<file path="config.mk">
export PLATFORM = sky130hd
export DESIGN_NAME = bounded_stack_with_reverse
export DESIGN_NICKNAME = d
export VERILOG_FILES = /design/src/bstk_pkg.sv /design/src/bstk_ram.sv /design/src/bounded_stack_with_reverse.sv
export SDC_FILE = /design/constraint.sdc
export NUM_CORES = 2
export LEC_CHECK = 0
export BUFFER_PORTS_ARGS = -buffer_cell sky130_fd_sc_hd__buf_2
export CAP_MARGIN = 5
export CORE_MARGIN = 2
export CORE_UTILIZATION = 35
export DETAILED_ROUTE_END_ITERATION = 16
export PLACE_DENSITY = 0.57
export SYNTH_ARGS = -nofsm -noshare
export SYNTH_HDL_FRONTEND = slang
export SYNTH_SLANG_ARGS = --single-unit
</file>
<file path="constraint.sdc">
create_clock -name clk -period 5.8 [get_ports clk]
set_input_delay 0 -clock clk [delete_from_list [all_inputs] [get_ports clk]]
set_output_delay 0 -clock clk [all_outputs]
set_load 0.05 [all_outputs]
</file>
<file path="src/bstk_pkg.sv">
// Shared types and codes for the bounded stack with reverse.
`default_nettype none

package bstk_pkg;

  localparam int WORD_W    = 32;
  localparam int DEPTH_DEF = 32;
  localparam int CAP_W     = 6;
  localparam logic [CAP_W-1:0] CAP_RESET = 6'd32;

  // operation codes
  localparam logic [1:0] FUNC_PUSH    = 2'd0;
  localparam logic [1:0] FUNC_POP     = 2'd1;
  localparam logic [1:0] FUNC_REVERSE = 2'd2;
  localparam logic [1:0] FUNC_DISPLAY = 2'd3;

  // result status codes
  localparam logic [1:0] ST_OK    = 2'd0;
  localparam logic [1:0] ST_FULL  = 2'd1;
  localparam logic [1:0] ST_EMPTY = 2'd2;

  typedef struct packed {
    logic [1:0]               func;
    logic signed [WORD_W-1:0] push_value;
  } in_t;

  typedef struct packed {
    logic [1:0]               status;
    logic signed [WORD_W-1:0] read_value;
    logic                     last;
  } out_t;

endpackage

`default_nettype wire

</file>
<file path="src/bstk_ram.sv">
// Entry store: one write port, one read port with registered read data.
`default_nettype none

module bstk_ram #(
  parameter int DEPTH = bstk_pkg::DEPTH_DEF,
  parameter int AW    = $clog2(DEPTH)
) (
  input  wire logic                          clk,
  input  wire logic                          wr_en,
  input  wire logic [AW-1:0]                 wr_addr,
  input  wire logic [bstk_pkg::WORD_W-1:0]   wr_data,
  input  wire logic                          rd_en,
  input  wire logic [AW-1:0]                 rd_addr,
  output logic      [bstk_pkg::WORD_W-1:0]   rd_data
);

  logic [bstk_pkg::WORD_W-1:0] mem [DEPTH];

  always_ff @(posedge clk) begin
    if (wr_en) begin
      mem[wr_addr] <= wr_data;
    end
  end

  always_ff @(posedge clk) begin
    if (rd_en) begin
      rd_data <= mem[rd_addr];
    end
  end

endmodule

`default_nettype wire

</file>
<file path="src/bounded_stack_with_reverse.sv">
// Top level of the bounded LIFO stack with in-place reverse and display walk.
//
// Input channel in_valid/in_stall carries one operation per beat: push, pop,
// reverse or display. Result channel out_valid/out_stall returns result beats;
// out_data.last marks the final beat of an operation. cfg_valid/cfg_ready
// writes the capacity register (6 bits, reset 32, values above DEPTH act as
// DEPTH); cfg_ready is always high, writes are expected only while idle.
// One operation is worked on at a time; in_stall is high from the cycle after
// an accept until the sequencer is back in idle. Push, pop and the empty or full
// reports give a single result beat. Display gives one beat a cycle while the
// receiver does not stall, from the top entry down to the bottom one. Reverse
// of n entries does floor(n/2) swaps, outermost pair first, each as: read low entry,
// read high entry, write high word to low slot, write low word to high slot;
// then one status beat. The pace of reverse and display is set by the single read
// port of the entry store, which every swap and every displayed entry must pass through.
// Reset (synchronous, rst_n low) empties the stack, drops any pending result
// beat and sets capacity to 32; stored words are not cleared. A stall on the
// result side holds the output beat and freezes the sequencer in its emit
// state, which in turn keeps in_stall high.
`default_nettype none

module bounded_stack_with_reverse #(
  parameter int DEPTH = bstk_pkg::DEPTH_DEF
) (
  input  wire logic                       clk,
  input  wire logic                       rst_n,
  // operation input
  input  wire logic                       in_valid,
  output logic                            in_stall,
  input  wire bstk_pkg::in_t              in_data,
  // result output
  output logic                            out_valid,
  input  wire logic                       out_stall,
  output bstk_pkg::out_t                  out_data,
  // capacity register write
  input  wire logic                       cfg_valid,
  output logic                            cfg_ready,
  input  wire logic [bstk_pkg::CAP_W-1:0] cfg_data
);

  localparam int AW = $clog2(DEPTH);
  localparam int FW = $clog2(DEPTH + 1);
  localparam int MW = (FW > bstk_pkg::CAP_W) ? FW : bstk_pkg::CAP_W;
  localparam int WW = bstk_pkg::WORD_W;

  // sequencer states
  localparam logic [2:0] S_IDLE    = 3'd0;
  localparam logic [2:0] S_RESP    = 3'd1;  // single beat from res_status_r
  localparam logic [2:0] S_MEM_OUT = 3'd2;  // beat from store read data
  localparam logic [2:0] S_REV_RI  = 3'd3;  // read low entry
  localparam logic [2:0] S_REV_RJ  = 3'd4;  // read high entry, hold low
  localparam logic [2:0] S_REV_WI  = 3'd5;  // write high word to low slot
  localparam logic [2:0] S_REV_WJ  = 3'd6;  // write low word to high slot

  logic [2:0]                  state_r, state_nxt;
  logic [FW-1:0]               fill_r, fill_nxt;
  logic [AW-1:0]               idx_r, idx_nxt;     // low / walk index
  logic [AW-1:0]               j_r, j_nxt;         // high swap index
  logic                        disp_r, disp_nxt;
  logic [1:0]                  res_status_r, res_status_nxt;
  logic [WW-1:0]               tmp_r, tmp_nxt;
  logic [bstk_pkg::CAP_W-1:0]  cap_r;
  logic                        out_valid_r, out_valid_nxt;
  bstk_pkg::out_t              out_r, out_nxt;

  logic                        wr_en, rd_en;
  logic [AW-1:0]               wr_addr, rd_addr;
  logic [WW-1:0]               wr_data, rd_q;

  logic                        in_acc, out_free, full, empty, mem_last;

  bstk_ram #(
    .DEPTH (DEPTH),
    .AW    (AW)
  ) u_ram (
    .clk     (clk),
    .wr_en   (wr_en),
    .wr_addr (wr_addr),
    .wr_data (wr_data),
    .rd_en   (rd_en),
    .rd_addr (rd_addr),
    .rd_data (rd_q)
  );

  assign in_stall  = (state_r != S_IDLE);
  assign in_acc    = in_valid && !in_stall;
  assign out_valid = out_valid_r;
  assign out_data  = out_r;
  assign cfg_ready = 1'b1;

  // output register is free when empty or being taken this cycle
  assign out_free = !out_valid_r || !out_stall;

  // full against the capacity in use, clamped to DEPTH
  assign full  = (MW'(fill_r) >= MW'(cap_r)) || (fill_r >= FW'(DEPTH));
  assign empty = (fill_r == '0);

  // pop gives one beat; display ends at the bottom entry
  assign mem_last = !disp_r || (idx_r == '0);

  always_comb begin
    state_nxt      = state_r;
    fill_nxt       = fill_r;
    idx_nxt        = idx_r;
    j_nxt          = j_r;
    disp_nxt       = disp_r;
    res_status_nxt = res_status_r;
    tmp_nxt        = tmp_r;
    out_valid_nxt  = out_valid_r && out_stall;
    out_nxt        = out_r;
    wr_en          = 1'b0;
    wr_addr        = '0;
    wr_data        = '0;
    rd_en          = 1'b0;
    rd_addr        = '0;

    case (state_r)
      S_IDLE: begin
        if (in_acc) begin
          case (in_data.func)
            bstk_pkg::FUNC_PUSH: begin
              state_nxt = S_RESP;
              if (full) begin
                res_status_nxt = bstk_pkg::ST_FULL;
              end else begin
                res_status_nxt = bstk_pkg::ST_OK;
                wr_en          = 1'b1;
                wr_addr        = AW'(fill_r);
                wr_data        = in_data.push_value;
                fill_nxt       = fill_r + 1'b1;
              end
            end
            bstk_pkg::FUNC_POP: begin
              if (empty) begin
                res_status_nxt = bstk_pkg::ST_EMPTY;
                state_nxt      = S_RESP;
              end else begin
                fill_nxt  = fill_r - 1'b1;
                rd_en     = 1'b1;
                rd_addr   = AW'(fill_r - 1'b1);
                disp_nxt  = 1'b0;
                state_nxt = S_MEM_OUT;
              end
            end
            bstk_pkg::FUNC_REVERSE: begin
              if (empty) begin
                res_status_nxt = bstk_pkg::ST_EMPTY;
                state_nxt      = S_RESP;
              end else begin
                res_status_nxt = bstk_pkg::ST_OK;
                idx_nxt        = '0;
                j_nxt          = AW'(fill_r - 1'b1);
                // a single entry needs no swap
                state_nxt      = (fill_r == FW'(1)) ? S_RESP : S_REV_RI;
              end
            end
            default: begin
              if (empty) begin
                res_status_nxt = bstk_pkg::ST_EMPTY;
                state_nxt      = S_RESP;
              end else begin
                idx_nxt   = AW'(fill_r - 1'b1);
                rd_en     = 1'b1;
                rd_addr   = AW'(fill_r - 1'b1);
                disp_nxt  = 1'b1;
                state_nxt = S_MEM_OUT;
              end
            end
          endcase
        end
      end
      S_RESP: begin
        if (out_free) begin
          out_valid_nxt      = 1'b1;
          out_nxt.status     = res_status_r;
          out_nxt.read_value = '0;
          out_nxt.last       = 1'b1;
          state_nxt          = S_IDLE;
        end
      end
      S_MEM_OUT: begin
        // rd_q holds the entry at idx_r (or the popped top)
        if (out_free) begin
          out_valid_nxt      = 1'b1;
          out_nxt.status     = bstk_pkg::ST_OK;
          out_nxt.read_value = rd_q;
          out_nxt.last       = mem_last;
          if (mem_last) begin
            state_nxt = S_IDLE;
          end else begin
            idx_nxt = idx_r - 1'b1;
            rd_en   = 1'b1;
            rd_addr = idx_r - 1'b1;
          end
        end
      end
      S_REV_RI: begin
        rd_en     = 1'b1;
        rd_addr   = idx_r;
        state_nxt = S_REV_RJ;
      end
      S_REV_RJ: begin
        rd_en     = 1'b1;
        rd_addr   = j_r;
        tmp_nxt   = rd_q;
        state_nxt = S_REV_WI;
      end
      S_REV_WI: begin
        wr_en     = 1'b1;
        wr_addr   = idx_r;
        wr_data   = rd_q;
        state_nxt = S_REV_WJ;
      end
      S_REV_WJ: begin
        wr_en   = 1'b1;
        wr_addr = j_r;
        wr_data = tmp_r;
        if ((idx_r + 1'b1) < (j_r - 1'b1)) begin
          idx_nxt   = idx_r + 1'b1;
          j_nxt     = j_r - 1'b1;
          state_nxt = S_REV_RI;
        end else begin
          state_nxt = S_RESP;
        end
      end
      default: begin
        state_nxt = S_IDLE;
      end
    endcase
  end

  always_ff @(posedge clk) begin
    if (!rst_n) begin
      state_r     <= S_IDLE;
      fill_r      <= '0;
      out_valid_r <= 1'b0;
      cap_r       <= bstk_pkg::CAP_RESET;
    end else begin
      state_r     <= state_nxt;
      fill_r      <= fill_nxt;
      out_valid_r <= out_valid_nxt;
      if (cfg_valid && cfg_ready) begin
        cap_r <= cfg_data;
      end
    end
  end

  always_ff @(posedge clk) begin
    idx_r        <= idx_nxt;
    j_r          <= j_nxt;
    disp_r       <= disp_nxt;
    res_status_r <= res_status_nxt;
    tmp_r        <= tmp_nxt;
    out_r        <= out_nxt;
  end

  // fill count never runs past the store
  a_fill_bound: assert property (@(posedge clk) disable iff (!rst_n)
    fill_r <= FW'(DEPTH))
    else $error("fill count beyond depth");

  // every accepted beat takes the sequencer out of idle
  a_acc_busy: assert property (@(posedge clk) disable iff (!rst_n)
    in_acc |=> in_stall)
    else $error("sequencer still idle after accept");

  // swap indices stay ordered while reversing
  a_rev_order: assert property (@(posedge clk) disable iff (!rst_n)
    (state_r == S_REV_RI || state_r == S_REV_RJ ||
     state_r == S_REV_WI || state_r == S_REV_WJ) |-> (idx_r < j_r))
    else $error("reverse indices crossed");

  // error reports carry zero data and close the operation
  a_err_beat: assert property (@(posedge clk) disable iff (!rst_n)
    (out_valid_r && out_r.status != bstk_pkg::ST_OK) |->
      (out_r.read_value == '0 && out_r.last))
    else $error("malformed error beat");

  // a non-final beat only comes from a display walk
  a_nonlast: assert property (@(posedge clk) disable iff (!rst_n)
    (state_r == S_MEM_OUT && out_free && !mem_last) |-> disp_r)
    else $error("multi-beat result outside display");

endmodule

`default_nettype wire
</file>
## Word level (Yosys, flattened, before mapping)

Memory sizes are Yosys's and may differ from the RTL's. A register that Yosys moved wholly into a read port is not among the register bits.
Index checks and enable logic that the tools add are counted.

- Register bits: 96
- Bits in latches: 0
- Memory bits (writable): 1024
- ROM bits: 0
- Input port bits: 45
- Output and inout bits: 38
- Logic and storage cells: 137
- Memories: 1

Memories:

| name | words | width | read ports | clocked after Yosys merged registers in | wr ports | RTL line | source |
|---|---|---|---|---|---|---|---|
| u_ram.mem | 32 | 32 | 1 | 1 | 1 | bstk_ram.sv:17 | `logic [bstk_pkg::WORD_W-1:0] mem [DEPTH];` |

- Add/subtract/negate cells: 5
- Multipliers: 0
- Div/mod/pow operators: 0
- Order comparisons: 3
- Equality and inequality tests: 20
- Shifts and indexed selects: 0
- Mux-type cells: 63
- Bitwise operators: 2
- Reduce and logical (&&, ||, !) cells: 31

Operator list:

| kind | number |
|---|---|
| $mux 32 | 3 |
| $pmux 32 s3 | 1 |
| $mux 5 | 17 |
| $mux 35 | 2 |
| $pmux 35 s2 | 1 |
| $pmux 5 s3 | 2 |
| $pmux 3 s7 | 1 |
| $ne 2x2->1 const B | 10 |
| $pmux 5 s2 | 2 |
| $pmux 5 s4 | 1 |
| $mux 1 | 15 |
| $mux 2 | 6 |
| $mux 3 | 4 |
| $mux 6 | 2 |
| $pmux 6 s2 | 1 |
| $reduce_and 5->1 | 2 |
| $reduce_or 2->1 | 5 |
| $sub 5x1->5 const B | 2 |
| $eq 3x3->1 const B | 3 |
| $reduce_bool 3->1 | 3 |
| $pmux 2 s2 | 2 |
| $reduce_and 4->1 | 2 |
| $reduce_and 7->1 | 1 |
| $add 6x1->6 const B | 1 |
| other kinds (23) | 35 |

## Longest topological paths before layout

- Depth after elaboration: 8
- Mapped depth: 15
- Mapped depth without buffers: 10

## Modules after synthesis

Synthesis repeated with hierarchy kept, for this count alone.

- Cells, all modules: 2708
- Area total of the unflattened synthesis: 45909.0 µm²

Modules (own cells, without submodules):

| module | times used | cells an instance | area each (µm²) | sequential area each (µm²) |
|---|---|---|---|---|
| bstk_ram | 1 | 2260 | 40812.9 | 31710.4 |
| bounded_stack_with_reverse | 1 | 448 | 5096.1 | 2722.6 |

## Worst setup path after synthesis

OpenSTA, ideal clock, no wires.

- Path type: reg2reg
- Start: register fill_r[0]
- End: memory u_ram.mem[10][0] (netlist name) (enable)
- Arrival time: 4.220 ns
- Slack: 1.159 ns
- Stages on the path, launching flop included: 13
- Path through: dfxtp_1 > clkbuf_1 > inv_1 > ha_1 > nand2b_1 > a21o_1 > a21o_1 > a211o_1 > a21oi_1 > clkbuf_1 > a21o_1 > or3b_1 > nor2_1

- Cells in the longest elaborated chain, start to end: 8
- Elaborated cells between the ends (all ways): 13
- Classes of those cells: 2 x order compare; 10 x mux; 1 x reduce/logical

Ends and longest elaborated chain:

| what | RTL line | source |
|---|---|---|
| from (decl) | bounded_stack_with_reverse.sv:56 | `logic [FW-1:0] fill_r, fill_nxt;` |
| from (signal assigned) | bounded_stack_with_reverse.sv:240 | `fill_r <= fill_nxt;` |
| $ge 6x6->1 | bounded_stack_with_reverse.sv:95 | `assign full = (MW'(fill_r) >= MW'(cap_r)) \|\| (fill_r >= FW'(DEPTH));` |
| $logic_or 1x1->1 | bounded_stack_with_reverse.sv:95 |  |
| $mux 1 | bounded_stack_with_reverse.sv:123 | `if (full) begin` |
| $mux 1 | bounded_stack_with_reverse.sv:120 | `case (in_data.func)` |
| $mux 1 | bounded_stack_with_reverse.sv:119 | `if (in_acc) begin` |
| $pmux 1 s2 | bounded_stack_with_reverse.sv:117 | `case (state_r)` |
| $mux 1 | bstk_ram.sv:20 | `if (wr_en) begin` |
| $mux 1 (not written as such) | bstk_ram.sv:21 | `mem[wr_addr] <= wr_data;` |
| to (decl) | bstk_ram.sv:17 |  |

Parallel ways exist; a longest one is shown, timed or not.

## Worst setup path after layout

- Start: register fill_r[0]
- End: memory u_ram.mem[19][8] (netlist name) (enable)

The elaborated chain is that of the path after synthesis.

==> impl_metrics.tcl <==
set metrics [dict create \
    start_util_pct 35.3 \
    critPathSlowestCell "nor2_4" \
    rsz0062_at_grt "false" \
    async_flop_share_pct 0 \
    dieWidth_um 366 \
    drive_above_1_share_pct 11.6 \
    synth_cells 3428 \
    drv_cap 0 \
    area_growth_pct 15.7 \
    routedWlPerCell_um 24.7 \
    p_total_mw 21.0 \
    crit_family "simple AND/OR/NAND/NOR gates" \
    relSlewSlack_pct 16.0 \
    grt_pass1_wl_mm 193 \
    multi_input_area_um2 10600 \
    path_cells "buf_4 > inv_1 > ha_1 > nand2b_1 > a21o_1 > a21o_1 > a211o_1 > a21oi_4 > a21o_1 > or3b_2 > nor2_4 > buf_4" \
    crit_path_max_fanout 15 \
    drt_iter0_drc 3638 \
    grtUsageTotal_pct 19.3 \
    regArea_um2 34400 \
    cpPeakStageDelay_ns 0.64 \
    min_from "in_data[29]" \
    diodes 0 \
    min_path_type "in -> reg" \
    pin_count 83 \
    fin_crit_sh_pct 72.9 \
    grt-ovfl-total 0 \
    startpoint "fill_r[0]" \
    ys.flop_type "edfxtp_1" \
    cts_buffers 117 \
    syn_avg_cell_area_um2 13.4 \
    via_per_inst 5.37 \
    synth_edf_count 1136 \
    root_buffer "clkbuf_16" \
    drc 0 \
    synth-seq-area-share_pct 75.1 \
    core_um2 130000 \
    cts_buffer_depth 3 \
    cts_tree "yes" \
    p_leak_nw 17.8 \
    hpwl_mm 76.2 \
    arrival_ns 4.63 \
    status "complete, no violations" \
    synth.yosys.warnings 0 \
    start_kind "flop" \
    setup_tns_ns 0 \
    routabilityCongestion 0.817 \
    drv_slew 0 \
    path_buf_inv 3 \
    worst_setup_path_end_kind "flop" \
    chipHeight_um 366 \
    tightest_slew_ns 1.26 \
    clk-insertion-delay-late_ns 0.71 \
    routed_wl_mm 133 \
    cts_hold_buffers 33 \
    dieArea_um2 134000 \
    cts.reportedPaths.clkPinSlew_ns 0.07 \
    cts_setup_buffers 0 \
    port_buffers 81 \
    ctsHtreeMaxLevel 3 \
    skew_ns 0.0282 \
    grt_start_max_net_pins 141 \
    vias 28900 \
    ctsResizeCount 0 \
    required_ns 6.20 \
    yosysUniqueCellTypes 67 \
    grt_pass1_vias 27400 \
    clock-sinks 1152 \
    timing.rr.start "fill_r[0]" \
    setup_viol 0 \
    crit_type "reg -> reg" \
    path_common_cell "a21o_1" \
    fp-row-count 132 \
    n_fill_cell 11900 \
    power_per_cell_area_nw_per_um2 397 \
    dr.pass1.iters 6 \
    antenna_found_initial 3 \
    synth_area_um2 45800 \
    syn_nets 3490 \
    peakVddDrop_v 0.000237 \
    layout.nets 3609 \
    drtAntennaViolNets 0 \
    fmax_mhz 236 \
    hold_violations 0 \
    ys_seq_elements 1152 \
    period_minus_slack_ns 4.23 \
]
## layout make-up
class | instances | share of cell area [%]
tap | 1742 | 4.11
timing repair buffer | 221 | 3.68
clock buffer | 142 | 5.84
multi-input combinational | 2037 | 19.9
sequential | 1152 | 64.9
inverter | 18 | 0.127
clock inverter | 77 | 1.39
## flip-flops by register name (all words and copies together), names as in the netlist
name	count
out_valid	1
j_r	5
idx_r	5
u_ram.rd_data	32
u_ram.mem	1024
tmp_r	32
disp_r	1
out_data	35
res_status_r	2
fill_r	6
cap_r	6
state_r	3
## power by group
part | switching, mW | total (mW) | internal (mW) | leakage (nW)
Sequential | 0.195 | 9.74 | 9.55 | 10.6
Clock | 3.19 | 7.55 | 4.36 | 1.89
Combinational | 2.77 | 3.75 | 0.987 | 5.33
## cells in the mapped netlist (5+ instances only)
library cell,n,share of area (%)
edfxtp_1,1136,74
nand2_1,1024,8.4
nand3_1,332,3.6
a31oi_1,132,1.8
nand4_1,118,1.6
clkbuf_1,101,0.83
buf_2,82,0.90
and2_1,68,0.93
nor2_1,50,0.41
a22oi_1,39,0.64
a211oi_1,31,0.51
o2111ai_1,27,0.52
mux2i_1,24,0.52
o21ai_0,19,0.21
inv_1,18,0.15
a21oi_1,17,0.19
ha_1,17,0.46
dfxtp_1,16,0.70
buf_6,14,0.34
xnor2_1,13,0.25
buf_1,12,0.098
a21o_1,11,0.18
buf_4,10,0.16
nor2b_1,10,0.14
a32oi_1,8,0.15
nor3_1,8,0.087
o211ai_1,8,0.13
a21boi_0,5,0.082
nand3b_1,5,0.082
o21a_1,5,0.082
## cell families after synthesis
kind of cell	Yosys count	share of synthesized area (%)
simple gates	1644	15.8
compound gates	334	5.20
fa+ha+maj	17	0.464
mux	24	0.524
other cells	1	0.00818
flops	1152	75.1
xor+xnor	17	0.325
buf+inv	239	2.55
## layer usage
| layer | routed length, um | up-vias | track usage [%] |
|---|---|---|---|
| met3 | 10100 | 180 | 2.86 |
| met5 | 0 | - | 0 |
| met2 | 62000 | 1253 | 30.6 |
| li1 | - | 12900 | - |
| met4 | 3160 | 0 | 4.91 |
| met1 | 57800 | 14600 | 27.9 |
## tightest hold or removal path: cells and delay by family
kind,cells,cell delay [ns]
AND/OR/NAND/NOR,2,0.13
buffers and inverters,2,0.35
## worst paths after layout
kind / endpoint / slack (ns) / cells after the start
min: u_ram.mem[22][29] / 0.04 / 4
min reg2reg: tmp_r[17] / 0.50 / 0
max reg2reg: u_ram.mem[19][8] / 1.57 / 12
max: u_ram.mem[19][8] / 1.57 / 12
## placed cells by master (no fill, tap or decap), drive strengths merged, types with 5 or more instances in the layout
cell type and instances:
a211oi 31, a21boi 5, a21o 11, a21oi 17, a22oi 39, a31oi 132, a32oi 8, and2 71
buf 187, bufinv 13, clkbuf 142, clkinv 57, dfxtp 16, dlygate4sd3 34, edfxtp 1136, ha 17
inv 21, mux2i 24, nand2 1024, nand3 333, nand3b 5, nand4 118, nor2 51, nor2b 10
nor3 8, nor3b 5, o2111ai 27, o211ai 9, o21a 5, o21ai 21, xnor2 13
## stage by stage
| stage | cells | utilization [%] | worst slack (ns) | hold slack [ns] | cell area, um2 |
|---|---|---|---|---|---|
| after floorplan | 3428 | - | 1.16 | 0.126 | 45800 |
| after global placement | 5135 | 37.7 | 1.61 | 0.222 | 48800 |
| after detailed placement | 5135 | 37.7 | 1.60 | 0.227 | 48800 |
| after CTS | 5387 | 40.9 | 1.60 | 0.0148 | 53000 |
| after global routing | 5389 | 40.9 | 1.44 | 0.0339 | 53000 |
| final | 5389 | 40.9 | 1.57 | 0.0365 | 53000 |
Note: power is estimated with default switching activity, not from simulation.
